<file path="config.mk">
export PLATFORM = sky130hd
export DESIGN_NAME = ps2_scancode_to_ascii_decoder_flat
export DESIGN_NICKNAME = d
export VERILOG_FILES = /design/src/rtl/core/ps2sc_pkg.sv /design/src/rtl/core/ps2sc_in_if.sv /design/src/rtl/core/ps2sc_out_if.sv /design/src/rtl/core/ps2sc_decode.sv /design/src/rtl/core/ps2_scancode_to_ascii_decoder.sv /design/src/flat_wrapper.sv
export SDC_FILE = /design/constraint.sdc
export NUM_CORES = 1
export LEC_CHECK = 0
export ABC_AREA = 1
export BUFFER_PORTS_ARGS = -buffer_cell sky130_fd_sc_hd__buf_2
export CAP_MARGIN = 20
export CORE_AREA = 2 2 88 90
export CTS_CLUSTER_DIAMETER = 200
export DETAILED_ROUTE_END_ITERATION = 8
export DIE_AREA = 0 0 90 92
export SLEW_MARGIN = 20
export SYNTH_ARGS = -nofsm -noshare
export SYNTH_HDL_FRONTEND = slang
export SYNTH_SLANG_ARGS = --single-unit
</file>
<file path="constraint.sdc">
create_clock -name clk -period 2.4 [get_ports clk]
set_input_delay 0.24 -clock clk [delete_from_list [all_inputs] [get_ports clk]]
set_output_delay 0.24 -clock clk [all_outputs]
set_load 0.02 [all_outputs]
</file>
<file path="src/rtl/core/ps2sc_pkg.sv">
// ----------------------------------------------------------------------------
// ps2sc_pkg
// Shared types, scancode constants and key lookup tables for the set-1
// scancode to ascii decoder.
// ----------------------------------------------------------------------------
package ps2sc_pkg;

  // scancode constants
  localparam logic [7:0] SC_PREFIX_E0 = 8'hE0;
  localparam logic [7:0] SC_PREFIX_E1 = 8'hE1;
  localparam logic [7:0] SC_CAPS      = 8'h3A;
  localparam logic [7:0] SC_LSHIFT    = 8'h2A;
  localparam logic [7:0] SC_RSHIFT    = 8'h36;
  localparam logic [7:0] SC_CTRL      = 8'h1D;
  localparam logic [7:0] SC_ALT       = 8'h38;
  localparam logic [7:0] SC_REL_BIT   = 8'h80;
  localparam logic [7:0] SC_LSHIFT_RL = SC_LSHIFT | SC_REL_BIT;
  localparam logic [7:0] SC_RSHIFT_RL = SC_RSHIFT | SC_REL_BIT;
  localparam logic [7:0] SC_CTRL_RL   = SC_CTRL | SC_REL_BIT;
  localparam logic [7:0] SC_ALT_RL    = SC_ALT | SC_REL_BIT;

  // table entry codes
  localparam logic [7:0] KEY_NONE     = 8'h00;
  localparam logic [7:0] KEY_SPECIAL  = 8'hFF;
  localparam logic [7:0] KEY_FN_FIRST = 8'h81;
  localparam logic [7:0] KEY_FN_LAST  = 8'h8C;
  localparam logic [7:0] KEY_FN_BASE  = 8'h80;

  localparam int unsigned CHAR_W    = 7;
  localparam int unsigned CONSOLE_W = 4;

  typedef enum logic {
    EV_CHAR   = 1'b0,
    EV_SWITCH = 1'b1
  } event_kind_t;

  // modifier state
  typedef struct packed {
    logic shift;
    logic ctrl;
    logic alt;
    logic caps;
  } mods_t;

  // one result transaction
  typedef struct packed {
    event_kind_t            event_kind;
    logic [CHAR_W-1:0]      char_code;
    logic                   ctrl_flag;
    logic                   alt_flag;
    logic [CONSOLE_W-1:0]   console_number;
  } result_t;

  // plain entry of a make code
  function automatic logic [7:0] key_plain(input logic [6:0] code);
    logic [7:0] v;
    unique case (code)
      7'h1E: v = "a";  7'h30: v = "b";  7'h2E: v = "c";  7'h20: v = "d";
      7'h12: v = "e";  7'h21: v = "f";  7'h22: v = "g";  7'h23: v = "h";
      7'h17: v = "i";  7'h24: v = "j";  7'h25: v = "k";  7'h26: v = "l";
      7'h32: v = "m";  7'h31: v = "n";  7'h18: v = "o";  7'h19: v = "p";
      7'h10: v = "q";  7'h13: v = "r";  7'h1F: v = "s";  7'h14: v = "t";
      7'h16: v = "u";  7'h2F: v = "v";  7'h11: v = "w";  7'h2D: v = "x";
      7'h15: v = "y";  7'h2C: v = "z";
      7'h0B: v = "0";  7'h02: v = "1";  7'h03: v = "2";  7'h04: v = "3";
      7'h05: v = "4";  7'h06: v = "5";  7'h07: v = "6";  7'h08: v = "7";
      7'h09: v = "8";  7'h0A: v = "9";
      7'h29: v = 8'h60; 7'h0C: v = 8'h2D; 7'h0D: v = 8'h3D; 7'h2B: v = 8'h5C;
      7'h39: v = 8'h20; 7'h0F: v = 8'h09; 7'h1C: v = 8'h0A; 7'h1A: v = 8'h5B;
      7'h1B: v = 8'h5D; 7'h27: v = 8'h3B; 7'h28: v = 8'h27; 7'h33: v = 8'h2C;
      7'h34: v = 8'h2E; 7'h35: v = 8'h2F; 7'h0E: v = 8'h08;
      // function keys
      7'h3B: v = 8'h81; 7'h3C: v = 8'h82; 7'h3D: v = 8'h83; 7'h3E: v = 8'h84;
      7'h3F: v = 8'h85; 7'h40: v = 8'h86; 7'h41: v = 8'h87; 7'h42: v = 8'h88;
      7'h43: v = 8'h89; 7'h44: v = 8'h8A; 7'h57: v = 8'h8B; 7'h58: v = 8'h8C;
      // navigation and other special keys
      7'h5B, 7'h5C, 7'h5D, 7'h01, 7'h52, 7'h47, 7'h49, 7'h53,
      7'h4F, 7'h51, 7'h48, 7'h4B, 7'h50, 7'h4D: v = KEY_SPECIAL;
      default: v = KEY_NONE;
    endcase
    return v;
  endfunction

  // shifted entry of a make code, ascii keys only
  function automatic logic [7:0] key_shifted(input logic [6:0] code);
    logic [7:0] v;
    unique case (code)
      7'h1E: v = "A";  7'h30: v = "B";  7'h2E: v = "C";  7'h20: v = "D";
      7'h12: v = "E";  7'h21: v = "F";  7'h22: v = "G";  7'h23: v = "H";
      7'h17: v = "I";  7'h24: v = "J";  7'h25: v = "K";  7'h26: v = "L";
      7'h32: v = "M";  7'h31: v = "N";  7'h18: v = "O";  7'h19: v = "P";
      7'h10: v = "Q";  7'h13: v = "R";  7'h1F: v = "S";  7'h14: v = "T";
      7'h16: v = "U";  7'h2F: v = "V";  7'h11: v = "W";  7'h2D: v = "X";
      7'h15: v = "Y";  7'h2C: v = "Z";
      7'h0B: v = 8'h29; 7'h02: v = 8'h21; 7'h03: v = 8'h40; 7'h04: v = 8'h23;
      7'h05: v = 8'h24; 7'h06: v = 8'h25; 7'h07: v = 8'h5E; 7'h08: v = 8'h26;
      7'h09: v = 8'h2A; 7'h0A: v = 8'h28;
      7'h29: v = 8'h7E; 7'h0C: v = 8'h5F; 7'h0D: v = 8'h2B; 7'h2B: v = 8'h7C;
      7'h39: v = 8'h20; 7'h0F: v = 8'h09; 7'h1C: v = 8'h0A; 7'h1A: v = 8'h7B;
      7'h1B: v = 8'h7D; 7'h27: v = 8'h3A; 7'h28: v = 8'h22; 7'h33: v = 8'h3C;
      7'h34: v = 8'h3E; 7'h35: v = 8'h3F; 7'h0E: v = 8'h08;
      default: v = KEY_NONE;
    endcase
    return v;
  endfunction

endpackage

</file>
<file path="src/rtl/core/ps2sc_in_if.sv">
// ----------------------------------------------------------------------------
// ps2sc_in_if
// Scancode channel: one raw set-1 byte per transaction.
// ----------------------------------------------------------------------------
interface ps2sc_in_if;
  logic       valid;
  logic       ready;
  logic [7:0] scan_byte;

  modport source (output valid, output scan_byte, input ready);
  modport sink   (input valid, input scan_byte, output ready);
endinterface

</file>
<file path="src/rtl/core/ps2sc_out_if.sv">
// ----------------------------------------------------------------------------
// ps2sc_out_if
// Result channel: a typed character or a console switch per transaction.
// ----------------------------------------------------------------------------
interface ps2sc_out_if;
  logic       valid;
  logic       ready;
  logic       event_kind;
  logic [6:0] char_code;
  logic       ctrl_flag;
  logic       alt_flag;
  logic [3:0] console_number;

  modport source (output valid, output event_kind, output char_code, output ctrl_flag,
                  output alt_flag, output console_number, input ready);
  modport sink   (input valid, input event_kind, input char_code, input ctrl_flag,
                  input alt_flag, input console_number, output ready);
endinterface

</file>
<file path="src/rtl/core/ps2sc_decode.sv">
// ----------------------------------------------------------------------------
// ps2sc_decode
// Combinational decode of one scancode against the modifier state: gives
// the next modifier state and at most one result.
// ----------------------------------------------------------------------------
module ps2sc_decode (
  input  logic [7:0]         code,
  input  ps2sc_pkg::mods_t   mods,
  output ps2sc_pkg::mods_t   mods_nxt,
  output logic               res_valid,
  output ps2sc_pkg::result_t res
);
  import ps2sc_pkg::*;

  logic [6:0] low7;
  logic [7:0] entry;
  logic [7:0] shifted;
  logic [7:0] fn_num;
  logic       is_letter;
  logic       use_shift;
  logic       is_fn;
  logic       is_ignored;

  assign low7    = code[6:0];
  assign entry   = key_plain(low7);
  assign shifted = key_shifted(low7);
  assign fn_num  = entry - KEY_FN_BASE;

  // letters follow shift xor caps, other keys follow shift alone
  assign is_letter = (entry >= 8'h61) && (entry <= 8'h7A);
  assign use_shift = is_letter ? (mods.shift ^ mods.caps) : mods.shift;
  assign is_fn     = (entry >= KEY_FN_FIRST) && (entry <= KEY_FN_LAST);
  assign is_ignored = (code == 8'h00) || (code == SC_PREFIX_E0) || (code == SC_PREFIX_E1);

  // modifier tracking and result selection
  always_comb begin
    mods_nxt           = mods;
    res_valid          = 1'b0;
    res.event_kind     = EV_CHAR;
    res.char_code      = '0;
    res.ctrl_flag      = mods.ctrl;
    res.alt_flag       = mods.alt;
    res.console_number = '0;
    priority if (is_ignored) begin
      mods_nxt = mods;
    end else if (code == SC_LSHIFT || code == SC_RSHIFT) begin
      mods_nxt.shift = 1'b1;
    end else if (code == SC_LSHIFT_RL || code == SC_RSHIFT_RL) begin
      mods_nxt.shift = 1'b0;
    end else if (code == SC_CTRL) begin
      mods_nxt.ctrl = 1'b1;
    end else if (code == SC_CTRL_RL) begin
      mods_nxt.ctrl = 1'b0;
    end else if (code == SC_ALT) begin
      mods_nxt.alt = 1'b1;
    end else if (code == SC_ALT_RL) begin
      mods_nxt.alt = 1'b0;
    end else if (code == SC_CAPS) begin
      mods_nxt.caps = ~mods.caps;
    end else if (code[7] || entry == KEY_NONE) begin
      res_valid = 1'b0;
    end else if (!mods.ctrl && mods.alt && is_fn) begin
      // alt plus function key asks for a console switch
      res_valid          = 1'b1;
      res.event_kind     = EV_SWITCH;
      res.ctrl_flag      = 1'b0;
      res.alt_flag       = 1'b1;
      res.console_number = fn_num[CONSOLE_W-1:0];
    end else if (!entry[7]) begin
      res_valid     = 1'b1;
      res.char_code = use_shift ? shifted[CHAR_W-1:0] : entry[CHAR_W-1:0];
    end else begin
      res_valid = 1'b0;
    end
  end

endmodule

</file>
<file path="src/rtl/core/ps2_scancode_to_ascii_decoder.sv">
// ----------------------------------------------------------------------------
// ps2_scancode_to_ascii_decoder
// Set-1 scancode to ascii decoder with shift, ctrl, alt and caps lock
// tracking and alt plus function key console switch requests.
// ----------------------------------------------------------------------------
//  channel  direction  payload                                     handshake
//  in_ch    sink       scan_byte[7:0]                              valid/ready
//  out_ch   source     event_kind, char_code[6:0], ctrl_flag,      valid/ready
//                      alt_flag, console_number[3:0]
//
//  path: the input register holds the scancode and the result register takes the
//  decoded result and offers it; one transaction per cycle while out_ch.ready stays high.
//  the decode table lookup and modifier update sit between the two registers.
//  reset: rst_n synchronous, clears both valids and all modifier state.
//  stalls: a held result blocks the input register only; in_ch.ready stays
//  high whenever the input register can move on.
// ----------------------------------------------------------------------------
module ps2_scancode_to_ascii_decoder (
  input logic      clk,
  input logic      rst_n,
  ps2sc_in_if.sink   in_ch,
  ps2sc_out_if.source out_ch
);
  import ps2sc_pkg::*;

  logic       in_valid_r, in_valid_nxt;
  logic [7:0] in_code_r, in_code_nxt;
  mods_t      mods_r, mods_nxt, dec_mods;
  logic       out_valid_r, out_valid_nxt;
  result_t    out_res_r, out_res_nxt, dec_res;
  logic       dec_valid;
  logic       advance;
  logic       in_take;

  // decode of the registered scancode
  ps2sc_decode u_decode (
    .code      (in_code_r),
    .mods      (mods_r),
    .mods_nxt  (dec_mods),
    .res_valid (dec_valid),
    .res       (dec_res)
  );

  // handshake control
  assign advance     = in_valid_r && (!out_valid_r || out_ch.ready);
  assign in_ch.ready = !in_valid_r || advance;
  assign in_take     = in_ch.valid && in_ch.ready;

  // next values of input stage, modifiers and result stage
  always_comb begin
    in_valid_nxt  = in_valid_r;
    in_code_nxt   = in_code_r;
    mods_nxt      = mods_r;
    out_valid_nxt = out_valid_r;
    out_res_nxt   = out_res_r;
    if (in_take) begin
      in_valid_nxt = 1'b1;
      in_code_nxt  = in_ch.scan_byte;
    end else if (advance) begin
      in_valid_nxt = 1'b0;
    end
    if (advance) begin
      mods_nxt      = dec_mods;
      out_valid_nxt = dec_valid;
      out_res_nxt   = dec_res;
    end else if (out_ch.ready) begin
      out_valid_nxt = 1'b0;
    end
  end

  // control registers
  always_ff @(posedge clk) begin
    if (!rst_n) begin
      in_valid_r  <= 1'b0;
      out_valid_r <= 1'b0;
      mods_r      <= '0;
    end else begin
      in_valid_r  <= in_valid_nxt;
      out_valid_r <= out_valid_nxt;
      mods_r      <= mods_nxt;
    end
  end

  // payload registers
  always_ff @(posedge clk) begin
    in_code_r <= in_code_nxt;
    out_res_r <= out_res_nxt;
  end

  // result port
  assign out_ch.valid          = out_valid_r;
  assign out_ch.event_kind     = out_res_r.event_kind;
  assign out_ch.char_code      = out_res_r.char_code;
  assign out_ch.ctrl_flag      = out_res_r.ctrl_flag;
  assign out_ch.alt_flag       = out_res_r.alt_flag;
  assign out_ch.console_number = out_res_r.console_number;

  // a console switch always carries alt only and a console from one to twelve
  a_switch_fields: assert property (@(posedge clk) disable iff (!rst_n)
    (out_valid_r && out_res_r.event_kind == EV_SWITCH) |->
      (out_res_r.alt_flag && !out_res_r.ctrl_flag && out_res_r.char_code == '0 &&
       out_res_r.console_number >= 4'd1 && out_res_r.console_number <= 4'd12))
    else $error("console switch with bad fields");

  // a character never names a console
  a_char_console: assert property (@(posedge clk) disable iff (!rst_n)
    (out_valid_r && out_res_r.event_kind == EV_CHAR) |-> (out_res_r.console_number == '0))
    else $error("character result with console number");

  // modifiers only move when the input register hands its code on
  a_mods_hold: assert property (@(posedge clk) disable iff (!rst_n)
    !advance |=> $stable(mods_r))
    else $error("modifier state changed without a decode");

  // prefix bytes neither touch modifiers nor make a result
  a_prefix_quiet: assert property (@(posedge clk) disable iff (!rst_n)
    (advance && (in_code_r == SC_PREFIX_E0 || in_code_r == SC_PREFIX_E1)) |=>
      ($stable(mods_r) && !out_valid_r))
    else $error("prefix byte had an effect");

endmodule
</file>
<file path="src/flat_wrapper.sv">
// flat-port wrapper written by rule: the top's interface ports become plain ports
module ps2_scancode_to_ascii_decoder_flat import ps2sc_pkg::*;
  (clk, rst_n, in_ch_valid, in_ch_scan_byte, in_ch_ready, out_ch_valid, out_ch_event_kind, out_ch_char_code, out_ch_ctrl_flag, out_ch_alt_flag, out_ch_console_number, out_ch_ready);
  ps2sc_in_if in_ch_i ();
  ps2sc_out_if out_ch_i ();
  input logic clk;
  input logic rst_n;
  input wire logic [$bits(in_ch_i.valid)-1:0] in_ch_valid;
  input wire logic [$bits(in_ch_i.scan_byte)-1:0] in_ch_scan_byte;
  output wire logic [$bits(in_ch_i.ready)-1:0] in_ch_ready;
  output wire logic [$bits(out_ch_i.valid)-1:0] out_ch_valid;
  output wire logic [$bits(out_ch_i.event_kind)-1:0] out_ch_event_kind;
  output wire logic [$bits(out_ch_i.char_code)-1:0] out_ch_char_code;
  output wire logic [$bits(out_ch_i.ctrl_flag)-1:0] out_ch_ctrl_flag;
  output wire logic [$bits(out_ch_i.alt_flag)-1:0] out_ch_alt_flag;
  output wire logic [$bits(out_ch_i.console_number)-1:0] out_ch_console_number;
  input wire logic [$bits(out_ch_i.ready)-1:0] out_ch_ready;
  assign in_ch_i.valid = in_ch_valid;
  assign in_ch_i.scan_byte = in_ch_scan_byte;
  assign in_ch_ready = in_ch_i.ready;
  assign out_ch_valid = out_ch_i.valid;
  assign out_ch_event_kind = out_ch_i.event_kind;
  assign out_ch_char_code = out_ch_i.char_code;
  assign out_ch_ctrl_flag = out_ch_i.ctrl_flag;
  assign out_ch_alt_flag = out_ch_i.alt_flag;
  assign out_ch_console_number = out_ch_i.console_number;
  assign out_ch_i.ready = out_ch_ready;
  ps2_scancode_to_ascii_decoder u_core (.clk(clk), .rst_n(rst_n), .in_ch(in_ch_i), .out_ch(out_ch_i));
endmodule
</file>
* After elaboration in Yosys (flattened, before gate mapping)
Memories as Yosys holds them, arrays and structs flattened. A register that Yosys moved wholly into a read port is not among the register bits. Cells that the tools add are included.
Word-level totals: bits of input ports 12, ROM bits 1472, register bits 28, word-level logic and storage cells 107, output and inout port bits 16, memories 2
Cells by class: equal/unequal tests 11, muxes and demuxes 37, bitwise gates (word level) 10, magnitude comparators 4, add/subtract/negate cells 1, reduce and logical (&&, ||, !) cells 30
Memory list:
- (no name shown) | words 128, bits a word 8, rd ports 1, clocked after memory_dff 1, write ports 0, line ps2sc_pkg.sv:57 | unique case (code)
- (no name shown) | words 64, bits a word 7, rd ports 1, clocked after memory_dff 1, write ports 0, line ps2sc_pkg.sv:87 | unique case (code)
Operators with widths (number):
- 2-to-1 mux 6 bit | 11
- == test 8 bit (second input constant) | 6
- == test 8 x 6 -> 1 bit (second input constant) | 4
- 2-to-1 mux 1 bit | 23
- 2-to-1 mux 7 bit | 3
- logical NOT 8 bit | 2
- OR reduction 11 bit | 1
- nonzero test 2 bit | 5
- OR reduction 10 bit | 1
- inverter 1 bit | 9
- AND reduction 9 bit | 1
- OR reduction 9 bit | 1
- == test 8 x 5 -> 1 bit (second input constant) | 1
- greater-or-equal comparator 8 x 7 -> 1 bit (second input constant) | 1
- greater-or-equal comparator 8 bit (second input constant) | 1
- <= comparator 8 x 7 -> 1 bit (second input constant) | 1
- <= comparator 8 bit (second input constant) | 1
- logical OR 1 bit | 7
- AND reduction 7 bit | 1
- logical AND 1 bit | 6
- AND reduction 5 bit | 1
- subtractor 4 x 1 -> 4 bit (second input constant) | 1
- logical NOT 1 bit | 3
- AND reduction 3 bit | 1
- bitwise XOR 1 bit | 1

* Depth between registers and ports, before layout
Gate-level depths: netlist (run 1).
depth after elaboration 14, mapped depth 18, depth with buffers taken out 18

* By module
Synthesis (run 1) repeated with hierarchy kept, for this count alone.
Second synthesis, totals: cell total of the unflattened synthesis 418, area total of the unflattened synthesis 2775.2 sq um
By module, submodules not included:
- ps2sc_decode | seq. area each 0.0 sq um, area each 1850.5 sq um, instances 1, cells an instance 358
- ps2_scancode_to_ascii_decoder | seq. area each 780.7 sq um, area each 924.6 sq um, instances 1, cells an instance 60

* Least setup slack after synthesis (run 1)
No wires, ideal clock.
path type register -> register, start register u_core.out_valid_r (netlist: u_core.out_ch.valid), end register (tool-made name), period minus slack after synthesis 2.348 ns, stages on the path, launching flop included 15, required time 2.273 ns, arrival time 2.221 ns, path buffers 0, slack 0.052 ns, setup time 0.127 ns, cells stage by stage dfxtp_1 nand3_4 nand2_4 nand2_1 nand2_2 inv_1 ha_1 inv_1 nand3_1 nand3_1 nand2_1 nand2_1 inv_1 o21ai_0 o21ai_1
RTL lines:
- start: declaration | line ps2_scancode_to_ascii_decoder.sv:29 | logic out_valid_r, out_valid_nxt;
- start signal: assignment | line ps2_scancode_to_ascii_decoder.sv:79 | out_valid_r <= out_valid_nxt;

* Final worst setup path (run 1)
start register u_core.out_valid_r (netlist: u_core.out_ch.valid), end register u_core.u_decode.entry[5] (netlist name)
Between the ends: longest elaborated chain between the ends 6
Ends and longest elaborated chain:
- logical NOT 1 bit | line ps2_scancode_to_ascii_decoder.sv:45 | assign advance = in_valid_r && (!out_valid_r || out_ch.ready);
- logical OR 1 bit | line ps2_scancode_to_ascii_decoder.sv:45
- logical AND 1 bit | line ps2_scancode_to_ascii_decoder.sv:45
- logical OR 1 bit | line ps2_scancode_to_ascii_decoder.sv:46 | assign in_ch.ready = !in_valid_r || advance;
- logical AND 1 bit | line ps2_scancode_to_ascii_decoder.sv:47 | assign in_take = in_ch.valid && in_ch.ready;
- 2-to-1 mux 7 bit (no line)
Every way passes these cells. A chain may end at the register's enable or synchronous reset.

==> impl_metrics.tcl, run 1 <==
set metrics [dict create \
    numCtsBuffers 5 \
    viasPerCell 5.301 \
    grt_max_degree 35 \
    diodes 0 \
    period_share_pct 89.01 \
    sw_frac_of_total_pct 34.31 \
    worst_setup_path_end_kind "flip-flop" \
    post_dp_cell_area_um2 3511 \
    cts-root-buf "clkbuf_8" \
    synth_edf_count 22 \
    post_cts_buffers 0 \
    ys_seq_elements 43 \
    wl_per_cell_um 14.52 \
    setup_violations 0 \
    synthCells 474 \
    ys_warn_count 0 \
    path_cells "nand3_4 -> nand2_4 -> buf_4 -> nand2_1 -> nand2_2 -> buf_4 -> ha_1 -> nand2_1 -> o21ai_0 -> a21oi_1 -> nand2_1 -> nand2_1" \
    dp_hpwl_um 7094 \
    clock-sinks 43 \
    drtIter0Drc 187 \
    fp.dieH_um 92 \
    buffer_ports.inserted 27 \
    crit_required_ps 2580 \
    p_switching_mw 0.7106 \
    antenna_found_initial 0 \
    ys_seq_area_share_pct 33.92 \
    synth_fp_nets 499 \
    routed-via-count 3260 \
    grt_pass1_wl_um 14780 \
    cts_tree "yes" \
    layout_common_cells "nand2_1, nand3_1, inv_1" \
    use_met3_pct 2.547 \
    synth-main-ff-cell "edfxtp_1" \
    cp_common_cell "nand2_1" \
    io_pins 28 \
    syn-cell-area_um2 3187 \
    track_usage_pct 22.04 \
    drive_gt1_share_pct 14.81 \
    crit_path_max_fanout 12 \
    grtUsageMet1_pct 28.82 \
    p_leak_nw 1.752 \
    yosysUniqueCellTypes 32 \
    worstMarginPinSlew_ps 427.0 \
    dieArea_um2 8280 \
    power_frac_comb_pct 30.1 \
    crit_slowest_cell "dfxtp_1" \
    peakVddDrop_uv 218.0 \
    grt.busiest_layer "met2" \
    place_congestion 1.045 \
    core_um2 7447 \
    cts_buffer_depth 2 \
    rows 32 \
    finalNetCount 537 \
    relSlewSlack_pct 71.31 \
    status "finished clean" \
    drtPass1Iterations 5 \
    grt_overflow 0 \
    first_global_vias 3106 \
    initial_core_util_pct 42.79 \
    drv_slew 0 \
    clockPowerShare_pct 27.1 \
    rsz0062_at_grt "no" \
    syn_area_per_cell_um2 6.723 \
    seq_power_share_pct 42.8 \
    cts_max_level 2 \
    final_cell_area_um2 3623 \
    hold_path_class "in2reg" \
    cts_hold_buf 0 \
    finalHoldWorstSlack_ps 124.8 \
    grtUsageMet2_pct 37.53 \
    final_common_cell "nand2_1" \
    fin_ws_ps 263.8 \
    path_clk_slew_ps 80 \
    die_w_um 90 \
    finalSetupTns_ps 0 \
    synthArstFlopShare_pct 0 \
    critPathMaxStageDelay_ps 390 \
    wl_um 8931 \
    clock_latency_ps 290 \
    power.density_nw_per_um2 571.6 \
    synthToLayoutAreaGrowth_pct 13.70 \
    critPathLaunchType "flip-flop" \
    worstSetupPathType "reg2reg" \
    hold_viol 0 \
    finalCriticalPeriod_ps 2136 \
    antenna_left 0 \
    crit_arrival_ps 2320 \
    finClkSkew_ps 3.044 \
    drc 0 \
    max_freq_ghz 0.4681 \
    ctsResizeCount 0 \
    pre_cts_ws_ps 213.9 \
    intPower_mw 1.360 \
    max_cap_violations 0 \
]
==> cell families (layout without fill, tap and decap cells) <==
logic type,after synthesis,after routing,synth area share (%)
compound gates,71,71,12.53
fa+ha+maj,13,13,5.104
buf+inv,71,110,9.776
flops,43,43,33.92
simple gates,276,276,38.67
==> final cells by class <==
cell class | count | area [um2]
Fill cell | 765 | 3824
Multi-Input combinational cell | 360 | 1794
Sequential cell | 43 | 1081
Timing Repair Buffer | 48 | 305.3
Inverter | 54 | 202.7
Tap cell | 102 | 127.6
Clock buffer | 5 | 68.82
Clock inverter | 3 | 43.79
==> synth_stat cells, drive strengths merged, types with 2 or more instances <==
| cell | number | area (um2) |
|---|---|---|
| nand2 | 158 | 635.6 |
| nand3 | 76 | 392.9 |
| inv | 54 | 202.7 |
| o21ai | 34 | 188.9 |
| a21oi | 29 | 148.9 |
| nor2 | 25 | 96.35 |
| edfxtp | 22 | 660.6 |
| dfxtp | 21 | 420.4 |
| buf | 13 | 93.84 |
| ha | 13 | 162.7 |
| nand4 | 10 | 62.56 |
| clkbuf | 4 | 15.01 |
| o211ai | 4 | 30.03 |
| nor4 | 3 | 18.77 |
| nand3b | 2 | 15.01 |
==> per-stage QoR <==
| step | std cells | power (mW) | utilization [%] |
|---|---|---|---|
| final | 615 | 2.071 | 48.66 |
| after CTS | 615 | 2.069 | 48.66 |
| after floorplan | 474 | 1.323 | - |
| after detailed placement | 607 | 1.514 | 47.14 |
| after global placement | 607 | 1.517 | 47.14 |
| after global routing | 615 | 2.187 | 48.66 |
==> worst paths after layout <==
path | startpoint | endpoint | slack, ps | cells past startpoint
setup reg to reg | u_core.out_ch.valid | u_core.u_decode.entry[5] | 260 | 12
setup / recovery | u_core.out_ch.valid | u_core.u_decode.entry[5] | 260 | 12
hold reg to reg | u_core.mods_r[1] | u_core.out_ch.alt_flag | 480 | 0
hold / removal | in_ch_scan_byte[7] | u_core.in_code_r[7] | 120 | 1
==> per-layer routing <==
metal,part of all wire (%),wire (um),vias to the layer above
met5,0,0,-
met4,2.3,207,0
met3,6.2,557,18
met2,47,4220,129
met1,44,3946,1469
li1,-,-,1644
==> critical path, delay by kind of cell (launching register included) <==
kind                     cells  cell delay [ps]
AND/OR/NAND/NOR              7              820
AO/OA/AOI/OAI                2              250
buffers and inverters        2              410
adder cells (fa/ha/maj)      1              160
flip-flops                   1              390
==> power by group through the flow <==
| stage | combinational [mW] | clock [mW] | sequential, mW |
|---|---|---|---|
| floorplan | 0.415 | 0 | 0.908 |
| detailed placement | 0.611 | 0 | 0.903 |
| finish | 0.623 | 0.561 | 0.887 |
| global placement | 0.614 | 0 | 0.902 |
| CTS | 0.614 | 0.570 | 0.885 |
| global route | 0.693 | 0.600 | 0.894 |
Power figures use the tool's default switching activity.
==> run 2: changes to the inputs <==
- PLACE_DENSITY: unset -> 0.7
==> run 2 against run 1 <==
  * Via count increased by 1.2%
  * Sequential share of layout area increased by 0.40 points
  * Final cell count down 0.98%
  * Combinational power is essentially flat
  * Die area unchanged
  * Register-to-register slack about the same
  * Worst setup slack lost 5.3 ps
  * Maximum frequency shrank 0.25%
  * Core utilization down 0.59 points
  * Sequential power barely moved
  * First-iteration DRC count grew 48%
  * Critical endpoint unchanged
  * Highest routed layer unchanged
==> impl_metrics.tcl, run 2 (synthesis gave the netlist of run 1 again) <==
set metrics [dict create \
    p_leak_nw 1.723 \
    crit_slowest_cell "dfxtp_1" \
    fin_ws_ps 258.5 \
    highest_layer "met4" \
    track_usage_pct 21.57 \
    critPathLaunchType "flip-flop" \
    finalSetupTns_ps 0 \
    pre_cts_ws_ps 239.4 \
    wl_per_cell_um 14.41 \
    dieArea_um2 8280 \
    finalCriticalPeriod_ps 2141 \
    wl_um 8778 \
    clockPowerShare_pct 26.1 \
    grt_overflow 0 \
    critPathMaxStageDelay_ps 370 \
    final_common_cell "nand2_1" \
    cts-root-buf "clkbuf_8" \
    worstMarginPinSlew_ps 608.3 \
    hold_depth 1 \
    drtPass1Iterations 5 \
    setup_violations 0 \
    path_clk_slew_ps 70 \
    drive_gt1_share_pct 13.81 \
    intPower_mw 1.349 \
    fp.dieH_um 92 \
    max_freq_ghz 0.4670 \
    p_switching_mw 0.6919 \
    die_w_um 90 \
    place_congestion 1.077 \
    grt_max_degree 27 \
    hold_viol 0 \
    relSlewSlack_pct 59.40 \
    buffer_ports.inserted 27 \
    cts_buffer_depth 2 \
    peakVddDrop_uv 230.9 \
    routed-via-count 3299 \
    crit_arrival_ps 2320 \
    r2r_cells 15 \
    critPathBufInv 4 \
    diodes 0 \
    max_cap_violations 0 \
    cp_common_cell "nand2_1" \
    path_cells "nand3_4 -> nand2_4 -> nand2_1 -> nand2_2 -> inv_1 -> buf_4 -> ha_1 -> inv_1 -> nand2_1 -> nand2_1 -> inv_1 -> nor2_1 -> o21ai_0 -> nand3b_1 -> nand2_1" \
    status "finished clean" \
    power_frac_comb_pct 30.4 \
    clock-sinks 43 \
    total_power_mw 2.041 \
    period_share_pct 89.23 \
    worst-path-stages 15 \
    drtIter0Drc 276 \
    core_um2 7447 \
    met1Wirelength_um 3852 \
    crit_path_max_fanout 8 \
    io_pins 28 \
    first_global_vias 3057 \
    rsz0062_at_grt "no" \
    worst_setup_path_end_kind "flip-flop" \
    dp_hpwl_um 6835 \
    clock_latency_ps 290 \
    grt_pass1_wl_um 14560 \
    cpLargestDelayFamily "simple AND/OR/NAND/NOR gates" \
    wl_met3_um 677 \
    cts_max_level 2 \
    dr_wl_met2_um 3920 \
    sw_frac_of_total_pct 33.91 \
    seq_power_share_pct 43.5 \
    cts_tree "yes" \
    numCtsBuffers 5 \
    finClkSkew_ps 4.855 \
    worstSetupPathType "reg2reg" \
    synthToLayoutAreaGrowth_pct 12.33 \
    rows 32 \
    crit_required_ps 2580 \
    drc 0 \
    finalNetCount 531 \
    hold_path_class "in2reg" \
    antenna_found_initial 0 \
    antenna_left 0 \
    power.density_nw_per_um2 570.0 \
    drv_slew 0 \
    initial_core_util_pct 42.79 \
    viasPerCell 5.417 \
    layout_common_cells "nand2_1, nand3_1, inv_1" \
]
## run 2: area by class of cell
| class | instances | area, um2 |
|---|---|---|
| Timing Repair Buffer | 42 | 260.3 |
| Clock buffer | 5 | 68.82 |
| Inverter | 54 | 202.7 |
| Multi-Input combinational cell | 360 | 1799 |
| Tap cell | 102 | 127.6 |
| Sequential cell | 43 | 1082 |
| Fill cell | 756 | 3867 |
| Clock inverter | 3 | 38.79 |
## run 2: routing by layer
layer	vias up	global-route usage (%)
li1	1634	-
met1	1458	28.67
met2	175	34.34
met3	32	3.451
met4	0	10.38
met5	-	0
## run 2: repair_timing
action,CTS,global route
gates resized for setup,0,2
hold buffers,0,0
buffers inserted,0,0
endpoints found under the setup margin,0,5
hold endpoints to repair,0,0
## run 2: power by group through the flow
stage	registers, mW	logic [mW]	clock network [mW]
2_1_floorplan	0.908	0.415	0
3_3_place_gp	0.901	0.608	0
3_5_place_dp	0.902	0.601	0
4_1_cts	0.885	0.604	0.550
5_1_grt	0.893	0.691	0.577
6_report	0.887	0.620	0.533
## run 2: final timing paths
path	startpoint	end	slack (ps)
max	u_core.in_valid_r	u_core.u_decode.entry[5]	260
min	in_ch_scan_byte[7]	u_core.in_code_r[7]	120
max reg2reg	u_core.in_valid_r	u_core.u_decode.entry[5]	260
min reg2reg	u_core.mods_r[3]	u_core.mods_r[3]	480
## run 2: per-stage QoR
stage | instance area (um2) | cells | utilization (%) | hold slack, ps
3_5_place_dp | 3466 | 601 | 46.54 | 419.3
3_3_place_gp | 3466 | 601 | 46.54 | 417.0
5_1_grt | 3580 | 609 | 48.07 | 116.2
2_1_floorplan | 3187 | 474 | - | 338.9
4_1_cts | 3573 | 609 | 47.98 | 110.2
6_report | 3580 | 609 | 48.07 | 122.4
